--- config.mk ---
export PLATFORM = sky130hd
export DESIGN_NAME = date_day_difference
export DESIGN_NICKNAME = d
export VERILOG_FILES = /design/src/rtl/ddd_pkg.sv /design/src/rtl/ddd_div100.sv /design/src/rtl/date_day_difference.sv
export SDC_FILE = /design/constraint.sdc
export NUM_CORES = 1
export LEC_CHECK = 0
export BUFFER_PORTS_ARGS = -buffer_cell sky130_fd_sc_hd__buf_2
export CAP_MARGIN = 10
export CORE_MARGIN = 2
export CORE_UTILIZATION = 65
export DETAILED_ROUTE_END_ITERATION = 8
export HOLD_SLACK_MARGIN = 0.1
export PLACE_DENSITY = 0.84
export SETUP_SLACK_MARGIN = 0.3
export SYNTH_ARGS = -nofsm -noshare
export SYNTH_HDL_FRONTEND = slang
export SYNTH_HIERARCHICAL = 1
export SYNTH_SLANG_ARGS = --single-unit
--- constraint.sdc ---
create_clock -name clock -period 11.9 [get_ports clock]
set_input_delay 1.19 -clock clock [delete_from_list [all_inputs] [get_ports clock]]
set_output_delay 1.19 -clock clock [all_outputs]
set_load 0.01 [all_outputs]
--- src/rtl/ddd_pkg.sv ---
// ----------------------------------------------------------------------------
// ddd_pkg: shared types and constants of the date day difference block
// Field widths, request/response structs, the sequencer states, the
// month tables and the control structs of the divide-by-100 unit.
// ----------------------------------------------------------------------------
package ddd_pkg;

   localparam int DAY_W   = 5;
   localparam int MONTH_W = 4;
   localparam int YEAR_W  = 14;
   localparam int ORDER_W = 2;
   localparam int COUNT_W = 22;
   localparam int ORD_W   = 23;   // day ordinal of any 14-bit year fits here
   localparam int CSR_IDX_W = 2;

   localparam int MAX_YEAR_DEFAULT = 9999;
   localparam int COUNT_MAX = (2 ** COUNT_W) - 1;

   // Divide-by-100 unit: a 14-bit year gives a quotient below 2**8.
   // (y * 5243) >> 19 equals y / 100 over the whole 14-bit range.
   localparam int DIVISOR     = 100;
   localparam int QUOT_W      = 8;
   localparam int REM_W       = 7;
   localparam int RECIP       = 5243;
   localparam int RECIP_W     = 13;
   localparam int RECIP_SHIFT = 19;
   localparam int PROD_W      = YEAR_W + RECIP_W;

   // Register indexes
   localparam logic [CSR_IDX_W-1:0] CSR_REF_DAY   = 2'd0;
   localparam logic [CSR_IDX_W-1:0] CSR_REF_MONTH = 2'd1;
   localparam logic [CSR_IDX_W-1:0] CSR_REF_YEAR  = 2'd2;

   // Order codes
   localparam logic [ORDER_W-1:0] ORDER_BEFORE = 2'd0;
   localparam logic [ORDER_W-1:0] ORDER_SAME   = 2'd1;
   localparam logic [ORDER_W-1:0] ORDER_AFTER  = 2'd2;

   localparam logic [MONTH_W-1:0] MONTH_JAN = 4'd1;
   localparam logic [MONTH_W-1:0] MONTH_FEB = 4'd2;
   localparam logic [MONTH_W-1:0] MONTH_DEC = 4'd12;

   typedef struct packed {
      logic [DAY_W-1:0]   query_day;
      logic [MONTH_W-1:0] query_month;
      logic [YEAR_W-1:0]  query_year;
   } ddd_req_type;

   typedef struct packed {
      logic [ORDER_W-1:0] order;
      logic [COUNT_W-1:0] day_count;
      logic               invalid;
   } ddd_rsp_type;

   typedef enum logic [2:0] {
      S_IDLE,
      S_DIV,
      S_BASE,
      S_DAY,
      S_CMP,
      S_RESP
   } ddd_state_type;

   typedef struct packed {
      logic              load;
      logic [YEAR_W-1:0] dividend;
   } ddd_div_cmd_type;

   typedef struct packed {
      logic              done;
      logic [QUOT_W-1:0] quot;
      logic [REM_W-1:0]  rem;
   } ddd_div_stat_type;

   // Length of a month; months outside 1..12 give zero
   function automatic logic [DAY_W-1:0] month_days(input logic [MONTH_W-1:0] m,
                                                   input logic leap);
      logic [DAY_W-1:0] len;
      unique case (m)
         4'd1, 4'd3, 4'd5, 4'd7, 4'd8, 4'd10, 4'd12: len = 5'd31;
         4'd4, 4'd6, 4'd9, 4'd11:                   len = 5'd30;
         4'd2:                                      len = leap ? 5'd29 : 5'd28;
         default:                                   len = 5'd0;
      endcase
      return len;
   endfunction

   // Days in the months before m of a common year
   function automatic logic [8:0] days_before(input logic [MONTH_W-1:0] m);
      logic [8:0] n;
      unique case (m)
         4'd2:    n = 9'd31;
         4'd3:    n = 9'd59;
         4'd4:    n = 9'd90;
         4'd5:    n = 9'd120;
         4'd6:    n = 9'd151;
         4'd7:    n = 9'd181;
         4'd8:    n = 9'd212;
         4'd9:    n = 9'd243;
         4'd10:   n = 9'd273;
         4'd11:   n = 9'd304;
         4'd12:   n = 9'd334;
         default: n = 9'd0;
      endcase
      return n;
   endfunction

endpackage

--- src/rtl/ddd_div100.sv ---
// ----------------------------------------------------------------------------
// ddd_div100: registered divide of a year by 100
// Registers the year, then multiplies by a scaled reciprocal to get the
// quotient and the remainder. Shared by both dates.
// ----------------------------------------------------------------------------
module ddd_div100 (
   input  logic                      clock,
   input  logic                      reset,
   input  ddd_pkg::ddd_div_cmd_type  cmd,
   output ddd_pkg::ddd_div_stat_type stat
);

   logic                           busy_ff, busy_in;
   logic                           done_ff, done_in;
   logic [ddd_pkg::YEAR_W-1:0]     dvnd_ff, dvnd_in;
   logic [ddd_pkg::QUOT_W-1:0]     quot_ff, quot_in;
   logic [ddd_pkg::REM_W-1:0]      rem_ff, rem_in;
   logic [ddd_pkg::PROD_W-1:0]     prod;
   logic [ddd_pkg::QUOT_W-1:0]     quot;
   logic [ddd_pkg::YEAR_W-1:0]     back;
   logic [ddd_pkg::REM_W-1:0]      rem;

   // quotient from the reciprocal, remainder from what is left over
   always_comb begin
      prod = ddd_pkg::PROD_W'(dvnd_ff) * ddd_pkg::PROD_W'(ddd_pkg::RECIP);
      quot = ddd_pkg::QUOT_W'(prod >> ddd_pkg::RECIP_SHIFT);
      back = ddd_pkg::YEAR_W'(quot) * ddd_pkg::YEAR_W'(ddd_pkg::DIVISOR);
      rem  = ddd_pkg::REM_W'(dvnd_ff - back);
   end

   always_comb begin
      busy_in = 1'b0;
      done_in = done_ff;
      dvnd_in = dvnd_ff;
      quot_in = quot_ff;
      rem_in  = rem_ff;
      if (cmd.load) begin
         busy_in = 1'b1;
         done_in = 1'b0;
         dvnd_in = cmd.dividend;
      end else if (busy_ff) begin
         done_in = 1'b1;
         quot_in = quot;
         rem_in  = rem;
      end
   end

   always_ff @(posedge clock) begin
      if (reset) begin
         busy_ff <= 1'b0;
         done_ff <= 1'b0;
      end else begin
         busy_ff <= busy_in;
         done_ff <= done_in;
      end
   end

   always_ff @(posedge clock) begin
      dvnd_ff <= dvnd_in;
      quot_ff <= quot_in;
      rem_ff  <= rem_in;
   end

   assign stat.done = done_ff;
   assign stat.quot = quot_ff;
   assign stat.rem  = rem_ff;

endmodule

--- src/rtl/date_day_difference.sv ---
// ----------------------------------------------------------------------------
// date_day_difference: days between a query date and a reference date
// Orders a Gregorian query date against the configured reference date and
// gives the absolute day distance between them, flagging invalid queries.
// ----------------------------------------------------------------------------
//
//   channel   direction  handshake                payload
//   req_      in         req_valid / req_ready    req_data  (day, month, year)
//   rsp_      out        rsp_valid / rsp_ready    rsp_data  (order, count, invalid)
//   csr_      in         csr_wr_en, csr_index     csr_wdata (reference date)
//
// Each date passes through the divide-by-100 unit, then a base and a day
// step, and a compare step closes a valid query; an invalid query goes
// from the day step of the query date to the response. req_ready is high
// only in the idle state; a held response keeps the block from taking the
// next request until rsp_ready. Reset returns the sequencer to idle and
// loads the reference date 1 December 2000.
//
module date_day_difference #(
   parameter int MAX_YEAR = ddd_pkg::MAX_YEAR_DEFAULT
) (
   input  logic                            clock,
   input  logic                            reset,
   input  logic                            req_valid,
   output logic                            req_ready,
   input  ddd_pkg::ddd_req_type            req_data,
   output logic                            rsp_valid,
   input  logic                            rsp_ready,
   output ddd_pkg::ddd_rsp_type            rsp_data,
   input  logic                            csr_wr_en,
   input  logic [ddd_pkg::CSR_IDX_W-1:0]   csr_index,
   input  logic [ddd_pkg::YEAR_W-1:0]      csr_wdata
);

   localparam int ORD_W = ddd_pkg::ORD_W;

   ddd_pkg::ddd_state_type        state_ff, state_in;

   // reference date registers
   logic [ddd_pkg::DAY_W-1:0]     ref_day_ff;
   logic [ddd_pkg::MONTH_W-1:0]   ref_month_ff;
   logic [ddd_pkg::YEAR_W-1:0]    ref_year_ff;

   // working registers
   ddd_pkg::ddd_req_type          req_ff;
   logic                          sel_ff;        // 0 query pass, 1 reference pass
   logic [ddd_pkg::YEAR_W-1:0]    year_ff;
   logic [ORD_W-1:0]              acc_ff;
   logic                          leap_ff;
   logic [ORD_W-1:0]              ord_q_ff;
   ddd_pkg::ddd_rsp_type          rsp_ff, rsp_in;

   ddd_pkg::ddd_div_cmd_type      div_cmd;
   ddd_pkg::ddd_div_stat_type     div_stat;

   logic [ddd_pkg::YEAR_W-1:0]    ref_year_eff;
   logic [ddd_pkg::MONTH_W-1:0]   ref_month_eff;
   logic [ddd_pkg::DAY_W-1:0]     ref_lim;
   logic [ddd_pkg::DAY_W-1:0]     ref_day_eff;
   logic [ddd_pkg::MONTH_W-1:0]   cur_month;
   logic [ddd_pkg::DAY_W-1:0]     cur_day;
   logic                          query_bad;

   logic                          rem_nz;
   logic                          leap;
   logic [ORD_W-1:0]              l_four, l_cent, l_quad, base;
   logic [ORD_W-1:0]              ordinal;
   logic [ORD_W-1:0]              diff;

   // ---------------------------------------------------------------------
   // Configuration: reference date, indexes beyond the list are dropped
   // ---------------------------------------------------------------------
   always_ff @(posedge clock) begin
      if (reset) begin
         ref_day_ff   <= 5'd1;
         ref_month_ff <= ddd_pkg::MONTH_DEC;
         ref_year_ff  <= 14'd2000;
      end else if (csr_wr_en) begin
         unique case (csr_index)
            ddd_pkg::CSR_REF_DAY:   ref_day_ff   <= csr_wdata[ddd_pkg::DAY_W-1:0];
            ddd_pkg::CSR_REF_MONTH: ref_month_ff <= csr_wdata[ddd_pkg::MONTH_W-1:0];
            ddd_pkg::CSR_REF_YEAR:  ref_year_ff  <= csr_wdata;
            default: ;
         endcase
      end
   end

   // Clamp the reference year and month into range
   always_comb begin
      if (32'(ref_year_ff) > MAX_YEAR) begin
         ref_year_eff = ddd_pkg::YEAR_W'(MAX_YEAR);
      end else begin
         ref_year_eff = ref_year_ff;
      end
      if (ref_month_ff < ddd_pkg::MONTH_JAN) begin
         ref_month_eff = ddd_pkg::MONTH_JAN;
      end else if (ref_month_ff > ddd_pkg::MONTH_DEC) begin
         ref_month_eff = ddd_pkg::MONTH_DEC;
      end else begin
         ref_month_eff = ref_month_ff;
      end
   end

   // ---------------------------------------------------------------------
   // Shared divide-by-100 unit: splits each year into century and rest
   // ---------------------------------------------------------------------
   ddd_div100 u_div (
      .clock (clock),
      .reset (reset),
      .cmd   (div_cmd),
      .stat  (div_stat)
   );

   // ---------------------------------------------------------------------
   // Year base: 365*y plus leap days before 1 January of year y, with
   // y = 100q + r:  ceil(y/4) - ceil(y/100) + ceil(y/400)
   // ---------------------------------------------------------------------
   always_comb begin
      rem_nz = div_stat.rem != '0;
      leap   = rem_nz ? (div_stat.rem[1:0] == 2'b00) : (div_stat.quot[1:0] == 2'b00);
      l_four = ORD_W'(div_stat.quot) * ORD_W'(25)
             + ORD_W'((div_stat.rem + 7'd3) >> 2);
      l_cent = ORD_W'(div_stat.quot) + ORD_W'(rem_nz);
      if (rem_nz) begin
         l_quad = ORD_W'(div_stat.quot >> 2) + ORD_W'(1);
      end else begin
         l_quad = ORD_W'((9'(div_stat.quot) + 9'd3) >> 2);
      end
      base = ORD_W'(year_ff) * ORD_W'(365) + l_four - l_cent + l_quad;
   end

   // ---------------------------------------------------------------------
   // Day step: validate the query or clamp the reference day, then add
   // the days of the year before the date
   // ---------------------------------------------------------------------
   always_comb begin
      ref_lim = ddd_pkg::month_days(ref_month_eff, leap_ff);
      if (ref_day_ff == '0) begin
         ref_day_eff = 5'd1;
      end else if (ref_day_ff > ref_lim) begin
         ref_day_eff = ref_lim;
      end else begin
         ref_day_eff = ref_day_ff;
      end

      if (sel_ff) begin
         cur_month = ref_month_eff;
         cur_day   = ref_day_eff;
      end else begin
         cur_month = req_ff.query_month;
         cur_day   = req_ff.query_day;
      end

      query_bad = (req_ff.query_month < ddd_pkg::MONTH_JAN)
               || (req_ff.query_month > ddd_pkg::MONTH_DEC)
               || (32'(req_ff.query_year) > MAX_YEAR)
               || (req_ff.query_day == '0)
               || (req_ff.query_day > ddd_pkg::month_days(req_ff.query_month, leap_ff));

      ordinal = acc_ff
              + ORD_W'(ddd_pkg::days_before(cur_month))
              + ORD_W'(leap_ff && (cur_month > ddd_pkg::MONTH_FEB))
              + ORD_W'(cur_day);
   end

   // ---------------------------------------------------------------------
   // Response: flag an invalid query, or compare the two ordinals and saturate the distance
   // ---------------------------------------------------------------------
   always_comb begin
      rsp_in = rsp_ff;
      diff   = '0;
      if (state_ff == ddd_pkg::S_DAY && !sel_ff && query_bad) begin
         rsp_in.order     = ddd_pkg::ORDER_BEFORE;
         rsp_in.day_count = '0;
         rsp_in.invalid   = 1'b1;
      end else if (state_ff == ddd_pkg::S_CMP) begin
         priority if (ord_q_ff < acc_ff) begin
            rsp_in.order = ddd_pkg::ORDER_BEFORE;
            diff         = acc_ff - ord_q_ff;
         end else if (ord_q_ff == acc_ff) begin
            rsp_in.order = ddd_pkg::ORDER_SAME;
         end else begin
            rsp_in.order = ddd_pkg::ORDER_AFTER;
            diff         = ord_q_ff - acc_ff;
         end
         if (diff > ORD_W'(ddd_pkg::COUNT_MAX)) begin
            rsp_in.day_count = '1;
         end else begin
            rsp_in.day_count = diff[ddd_pkg::COUNT_W-1:0];
         end
         rsp_in.invalid = 1'b0;
      end
   end

   // ---------------------------------------------------------------------
   // Sequencer: next state
   // ---------------------------------------------------------------------
   always_comb begin
      state_in = state_ff;
      unique case (state_ff)
         ddd_pkg::S_IDLE: begin
            if (req_valid) begin
               state_in = ddd_pkg::S_DIV;
            end
         end
         ddd_pkg::S_DIV: begin
            if (div_stat.done) begin
               state_in = ddd_pkg::S_BASE;
            end
         end
         ddd_pkg::S_BASE: state_in = ddd_pkg::S_DAY;
         ddd_pkg::S_DAY: begin
            priority if (sel_ff) begin
               state_in = ddd_pkg::S_CMP;
            end else if (query_bad) begin
               state_in = ddd_pkg::S_RESP;
            end else begin
               state_in = ddd_pkg::S_DIV;
            end
         end
         ddd_pkg::S_CMP: state_in = ddd_pkg::S_RESP;
         ddd_pkg::S_RESP: begin
            if (rsp_ready) begin
               state_in = ddd_pkg::S_IDLE;
            end
         end
         default: state_in = ddd_pkg::S_IDLE;
      endcase
   end

   // Sequencer: outputs
   always_comb begin
      req_ready        = state_ff == ddd_pkg::S_IDLE;
      rsp_valid        = state_ff == ddd_pkg::S_RESP;
      div_cmd.load     = (state_ff == ddd_pkg::S_IDLE && req_valid)
                      || (state_ff == ddd_pkg::S_DAY && !sel_ff && !query_bad);
      div_cmd.dividend = (state_ff == ddd_pkg::S_IDLE) ? req_data.query_year
                                                       : ref_year_eff;
   end

   always_ff @(posedge clock) begin
      if (reset) begin
         state_ff <= ddd_pkg::S_IDLE;
         sel_ff   <= 1'b0;
      end else begin
         state_ff <= state_in;
         if (state_ff == ddd_pkg::S_IDLE) begin
            sel_ff <= 1'b0;
         end else if (state_ff == ddd_pkg::S_DAY) begin
            sel_ff <= 1'b1;
         end
      end
   end

   // ---------------------------------------------------------------------
   // Datapath registers
   // ---------------------------------------------------------------------
   always_ff @(posedge clock) begin
      // hold the request and the year under division
      if (state_ff == ddd_pkg::S_IDLE && req_valid) begin
         req_ff <= req_data;
      end
      if (div_cmd.load) begin
         year_ff <= div_cmd.dividend;
      end
      // advance the ordinal accumulator
      if (state_ff == ddd_pkg::S_BASE) begin
         acc_ff  <= base;
         leap_ff <= leap;
      end else if (state_ff == ddd_pkg::S_DAY) begin
         if (sel_ff) begin
            acc_ff <= ordinal;
         end else begin
            ord_q_ff <= ordinal;
         end
      end
      rsp_ff <= rsp_in;
   end

   assign rsp_data = rsp_ff;

endmodule

==> results.cfg, run 1 <==
[status]
outcome = complete, no violations

[synthesis]
synth.avg_cell_area_um2 = 9.784
async_flop_share = 0
synth.most_common_cell = inv_1
syn_inst = 1845
yosysWarnings = 6
synthTopCellsByCount = 355 x inv_1, 283 x ha_1, 169 x fa_1
synth-seq-cells = 163
ys_seq_area_frac = 0.2412
synthTopCellsByArea = ha_1 20%, fa_1 19%, edfxtp_1 18%, inv_1 7.4%, dfxtp_1 6.0%
synth_top_area_frac = 0.1961
synthFlopType = edfxtp_1
synth.largest_area_cell = ha_1
synth_edf_count = 109
yosysUniqueCellTypes = 77
syn_area_um2 = 18050

[cells_and_area]
layout.nets = 2395
n_fill_cell = 1977
drive_above_1_share = 0.07793
multi_input_area_um2 = 12180
utilization = 0.7011
fin_area_um2 = 19320
diodes = 0
areaGrowthSynthToFinish_pct = 7.014
final-seq-area_um2 = 4354

[place]
gp_congestion = 0.9480
port_buffers = 70
dp_hpwl_um = 34240
dpl_cell_area_um2 = 18750

[detailed_routing]
vias_per_cell = 5.977
num_vias = 13690
routed_wl_um = 42970
drcViolationCount = 0
first_pass_iters = 7
routedWlPerCell_um = 18.76
drt_iter0_markers = 1037
ant_nets = 0

[clock_network]
clkSinkCount = 163
clockBufferDepth = 2
cts_resized = 0
postCtsSetupRepairBufs = 0
path_clk_slew_ps = 80
cts-buffers-inserted = 17
h-tree-depth = 4
cts_tree = done
hold_buffers = 0
insertion_delay_ps = 430
cts-root-buf = clkbuf_16

[global_routing]
antenna_found_initial = 0
grt_max_degree = 32
first_global_vias = 13790
grt_usage = 0.3040
grt_pass1_wl_um = 69280
overflow = 0

[worst_setup_path]
startpoint = u_div/rem_ff[0]
crit_path_max_fanout = 5
worst-setup-path-type = reg2reg
cp_slowest_cell = nor4_1
regToRegStartpoint = u_div/rem_ff[0]
rr_endpoint = acc_ff[20]
arrival_ps = 7020
reg2regPathDepth = 25
critical_path_required_ps = 12090
setup.worst_path.end_class = flop
crit_end = acc_ff[20]
crit_path_max_incr_delay_ps = 620
critPathLaunchType = flop
r2r_slack_ps = 5070

[timing]
hold_violations = 0
fmax_ghz = 0.1465
maxSlewHeadroom = 0.2033
post-route-period-util = 0.5737
setup_viol = 0
fin_setup_tns_ps = 0
worst_hold_slack_ps = 449.8
worst_pin_slew_ps = 1184
finalClockSkew_ps = 17.52
rsz0062_at_grt = no
fin_crit_ps = 6827
slew_viol_final = 0

[worst_hold_path]
hold_class = reg2reg

[die]
die_w_um = 170.7
core.rowCount = 61
ioPinCount = 71
die-area_um2 = 29120
core_region_area_um2 = 27550
start_util = 0.6552
die_h_um = 170.7

[flow_run]
drv_cap = 0
## layout make-up
type	instances	share of cell area
Timing Repair Buffer	77	0.02085
Clock inverter	14	0.007189
Multi-Input combinational cell	1282	0.6303
Inverter	358	0.06956
Clock buffer	18	0.02222
Tap cell	378	0.02448
Sequential cell	163	0.2254
## critical path, delay by kind of cell, from the launching register on
| family | cells | cell delay, ps |
|---|---|---|
| adders and majority gates | 6 | 2610 |
| and+or+nand+nor | 8 | 2100 |
| AOI/OAI and AO/OA | 4 | 810 |
| DFF | 1 | 390 |
| muxes | 1 | 260 |
| buffers and inverters | 4 | 220 |
| xor gates and xnor gates | 2 | 200 |
## through the flow
| step | cells | worst slack, ps |
|---|---|---|
| finish | 2290 | 5073 |
| CTS | 2290 | 5091 |
| detailed placement | 2258 | 5123 |
| global route | 2290 | 4664 |
| global placement | 2258 | 5412 |
| floorplan | 1847 | 5750 |
## sequential cells by signal (all words and copies together), names as in the netlist
register and cells:
u_div/quot_ff 8, ref_day_ff 5, u_div/busy_ff 1, sel_ff 1, leap_ff 1, rsp_data 25, ord_q_ff 23, req_ff 19
u_div/rem_ff 7, state_ff 3, ref_year_ff 14, acc_ff 23, u_div/done_ff 1, u_div/dvnd_ff 14, ref_month_ff 4, year_ff 14
## placed cells by master (no fill, tap or decap), types with 10 or more instances in the layout
| cell | instances |
|---|---|
| a211oi_1 | 35 |
| nand3b_1 | 12 |
| a21oi_1 | 96 |
| o221ai_1 | 12 |
| nor3_1 | 18 |
| nor2_1 | 89 |
| edfxtp_1 | 109 |
| nand2_1 | 109 |
| dfxtp_1 | 54 |
| buf_2 | 70 |
| o21bai_1 | 11 |
| o2bb2ai_1 | 11 |
| fa_1 | 169 |
| nor4_1 | 10 |
| ha_1 | 283 |
| inv_1 | 355 |
| a21o_1 | 47 |
| o211ai_1 | 14 |
| nand3_1 | 21 |
| xor2_1 | 17 |
| nor2b_1 | 21 |
| and3_1 | 11 |
| o21ai_0 | 67 |
| mux2_2 | 20 |
| o21a_1 | 13 |
| xnor2_1 | 45 |
| clkbuf_16 | 17 |
| and2_1 | 12 |
## logic make-up after synthesis
kind of cell / Yosys count / synth area share
fa+ha+maj: 452 / 0.3836
buf+inv: 402 / 0.08532
compound gates: 391 / 0.1491
simple gates: 344 / 0.09184
flops: 163 / 0.2412
xor+xnor: 63 / 0.03133
mux: 29 / 0.01747
other cells: 1 / 0.0002077
## routing by layer
layer  GRT usage  wire length [um]  up-vias
met5           0                 0        -
met4     0.09327              1290        0
met3     0.05390              3208      101
met2      0.5136             20870      567
met1      0.4007             17610     6628
li1            -                 -     6392
## how the worst min path moves through the flow
stage / from / endpoint / depth (start not counted)
finish: rsp_data[0] / rsp_data[0] / 1
floorplan: ref_year_ff[0] / ref_year_ff[0] / 2
global placement: rsp_data[0] / rsp_data[0] / 1
CTS: rsp_data[0] / rsp_data[0] / 1
global route: rsp_data[0] / rsp_data[0] / 1
detailed placement: rsp_data[0] / rsp_data[0] / 1
Power of run 1 is left out: the tool's default activity adds up to more than one toggle a clock period on the data nets, which glitch-free logic cannot reach.
==> run 2: changes to the inputs <==
- ABC_AREA: default -> 1
- clock period: 11.9 -> 6.8 ns (I/O delays scaled with it)
==> run 2 against run 1 <==
Against the previous run:
- clock skew decreased by 3.9 ps
- critical path depth is 1 higher
- synthesized area is 8.6% higher
- first-iteration DRC count grew 39%
- worst hold slack got worse by 51 ps
- flip-flop and latch count is the same
- via count is 21% higher
- non-clock buffer count grew 5
- routed wire length is 20% higher
- core utilization up 0.73 points
- setup slack worse by 4500 ps
- die area grew 8.4%
- largest cell class unchanged
==> results.cfg, run 2 <==
[status]
outcome = complete, no violations

[timing]
maxSlewHeadroom = 0.2951
hold_violations = 0
finalClockSkew_ps = 13.57
slew_viol_final = 0
worst_hold_slack_ps = 398.5
rsz0062_at_grt = yes
setup_viol = 0
fmax_ghz = 0.1609
worst_pin_slew_ps = 1056
fin_crit_ps = 6214
post-route-period-util = 0.9138
fin_setup_tns_ps = 0

[synthesis]
synth-seq-cells = 163
synthAdderAreaFrac = 0.3532
synth_top_area_frac = 0.1806
synth_edf_count = 109
synth.largest_area_cell = ha_1
ys_seq_area_frac = 0.2221
synthTopCellsByCount = 530 x inv_1, 528 x nand2_1, 283 x ha_1
synthFlopType = edfxtp_1
synth_compound_area_frac = 0.07507
synth.avg_cell_area_um2 = 7.942
yosysWarnings = 6
synth_top_family_by_area = adder cells
synth_xor_xnor_area_share = 0.03262
async_flop_share = 0
syn_inst = 2468
synthSimpleGateAreaFrac = 0.2044
yosysUniqueCellTypes = 51
syn_area_um2 = 19600
synthTopCellsByArea = ha_1 18%, fa_1 17%, edfxtp_1 17%, inv_1 10%, nand2_1 10%
synth.most_common_cell = inv_1
synth.area.mux_share = 0

[cells_and_area]
largest_reg_flops = 25
n_fill_cell = 2343
layout.nets = 3034
diodes = 0
layout.cells.non_filler = 2941
layout_commonest_cell = inv_1
final_cell_mix = 530 x inv_1, 528 x nand2_1, 283 x ha_1
areaGrowthSynthToFinish_pct = 7.124
drive_above_1_share = 0.06782

[global_routing]
grt_max_degree = 46
grt_pass1_wl_um = 83350
grt_usage = 0.3377
antenna_found_initial = 0
overflow = 0
first_global_vias = 16820

[die]
start_util = 0.6613
core_region_area_um2 = 29640
die-area_um2 = 31560
die_h_um = 177.7
core.rowCount = 63
die_w_um = 177.7
ioPinCount = 71

[clock_network]
clkSinkCount = 163
hold_buffers = 0
insertion_delay_ps = 460
cts-root-buf = clkbuf_16
cts-buffers-inserted = 17
cts_tree = done
path_clk_slew_ps = 80
clockBufferDepth = 2
h-tree-depth = 4

[detailed_routing]
drt_iter0_markers = 1445
routed_wl_um = 51730
ant_nets = 0
vias_per_cell = 5.646
drcViolationCount = 0
first_pass_iters = 6
routedWlPerCell_um = 17.59
num_vias = 16610

[place]
port_buffers = 70
gp_congestion = 0.9740
dp_hpwl_um = 42350
dp_cells = 2905

[worst_setup_path]
critical_path_required_ps = 6940
crit_path_max_incr_delay_ps = 530
crit_path_max_fanout = 6
cpMostUsedCell = inv_1
worst-setup-path-type = reg2reg
cp_slowest_cell = fa_1
setup.worst_path.end_class = flop
critPathLaunchType = flop
arrival_ps = 6360

[worst_hold_path]
hold_class = in2reg

[flow_run]
drv_cap = 0
run 2: timing repair:
action	in CTS	in global routing
setup endpoints to repair	0	5
setup buffers	0	3
gates resized for setup	0	1
run 2: through the flow:
stage               worst slack [ps]    util  area [um2]
finish                         586.3  0.7085       21000
global route                   292.3  0.7085       21000
CTS                            622.2  0.7075       20970
detailed placement             675.7  0.6873       20370
floorplan                       1164       -       19610
global placement               798.7  0.6873       20370
run 2: final cells by class:
| type | count | area, um2 | share of cell area |
|---|---|---|---|
| clock inverter | 15 | 175.2 | 0.008342 |
| timing repair buffer | 82 | 437.9 | 0.02086 |
| clock buffer | 17 | 425.4 | 0.02026 |
| multi-input combinational | 1734 | 13090 | 0.6233 |
| tap | 390 | 488.0 | 0.02324 |
| sequential | 163 | 4354 | 0.2074 |
| inverter | 540 | 2029 | 0.09665 |
run 2: final timing paths:
check,start,cells after the start,slack [ps],to
worst max-delay path,u_div/rem_ff[0],26,590,acc_ff[9]
worst min-delay path,req_data[15],1,400,req_ff[15]
worst max register to register,u_div/rem_ff[0],26,590,acc_ff[9]
worst min register to register,rsp_data[0],2,460,rsp_data[0]
run 2: logic make-up after synthesis:
logic type | Yosys count
DFF | 163
other | 1
adders and majority gates | 452
AOI/OAI and AO/OA | 267
xor gates and xnor gates | 73
buffers and inverters | 573
and+or+nand+nor | 939
run 2: critical path: cells and delay by family, from the launching register on:
kind	cells	cell delay, ps
compound gates	3	700
flops	1	370
simple gates	9	1160
xor+xnor	2	590
buf+inv	6	450
fa+ha+maj	6	2640
run 2: metal layers:
layer	part of all wire	track usage
met2	0.47	0.5619
met3	0.072	0.05634
met4	0.040	0.1438
met5	0	0
met1	0.42	0.4362
Power of run 2 is left out for the same reason.
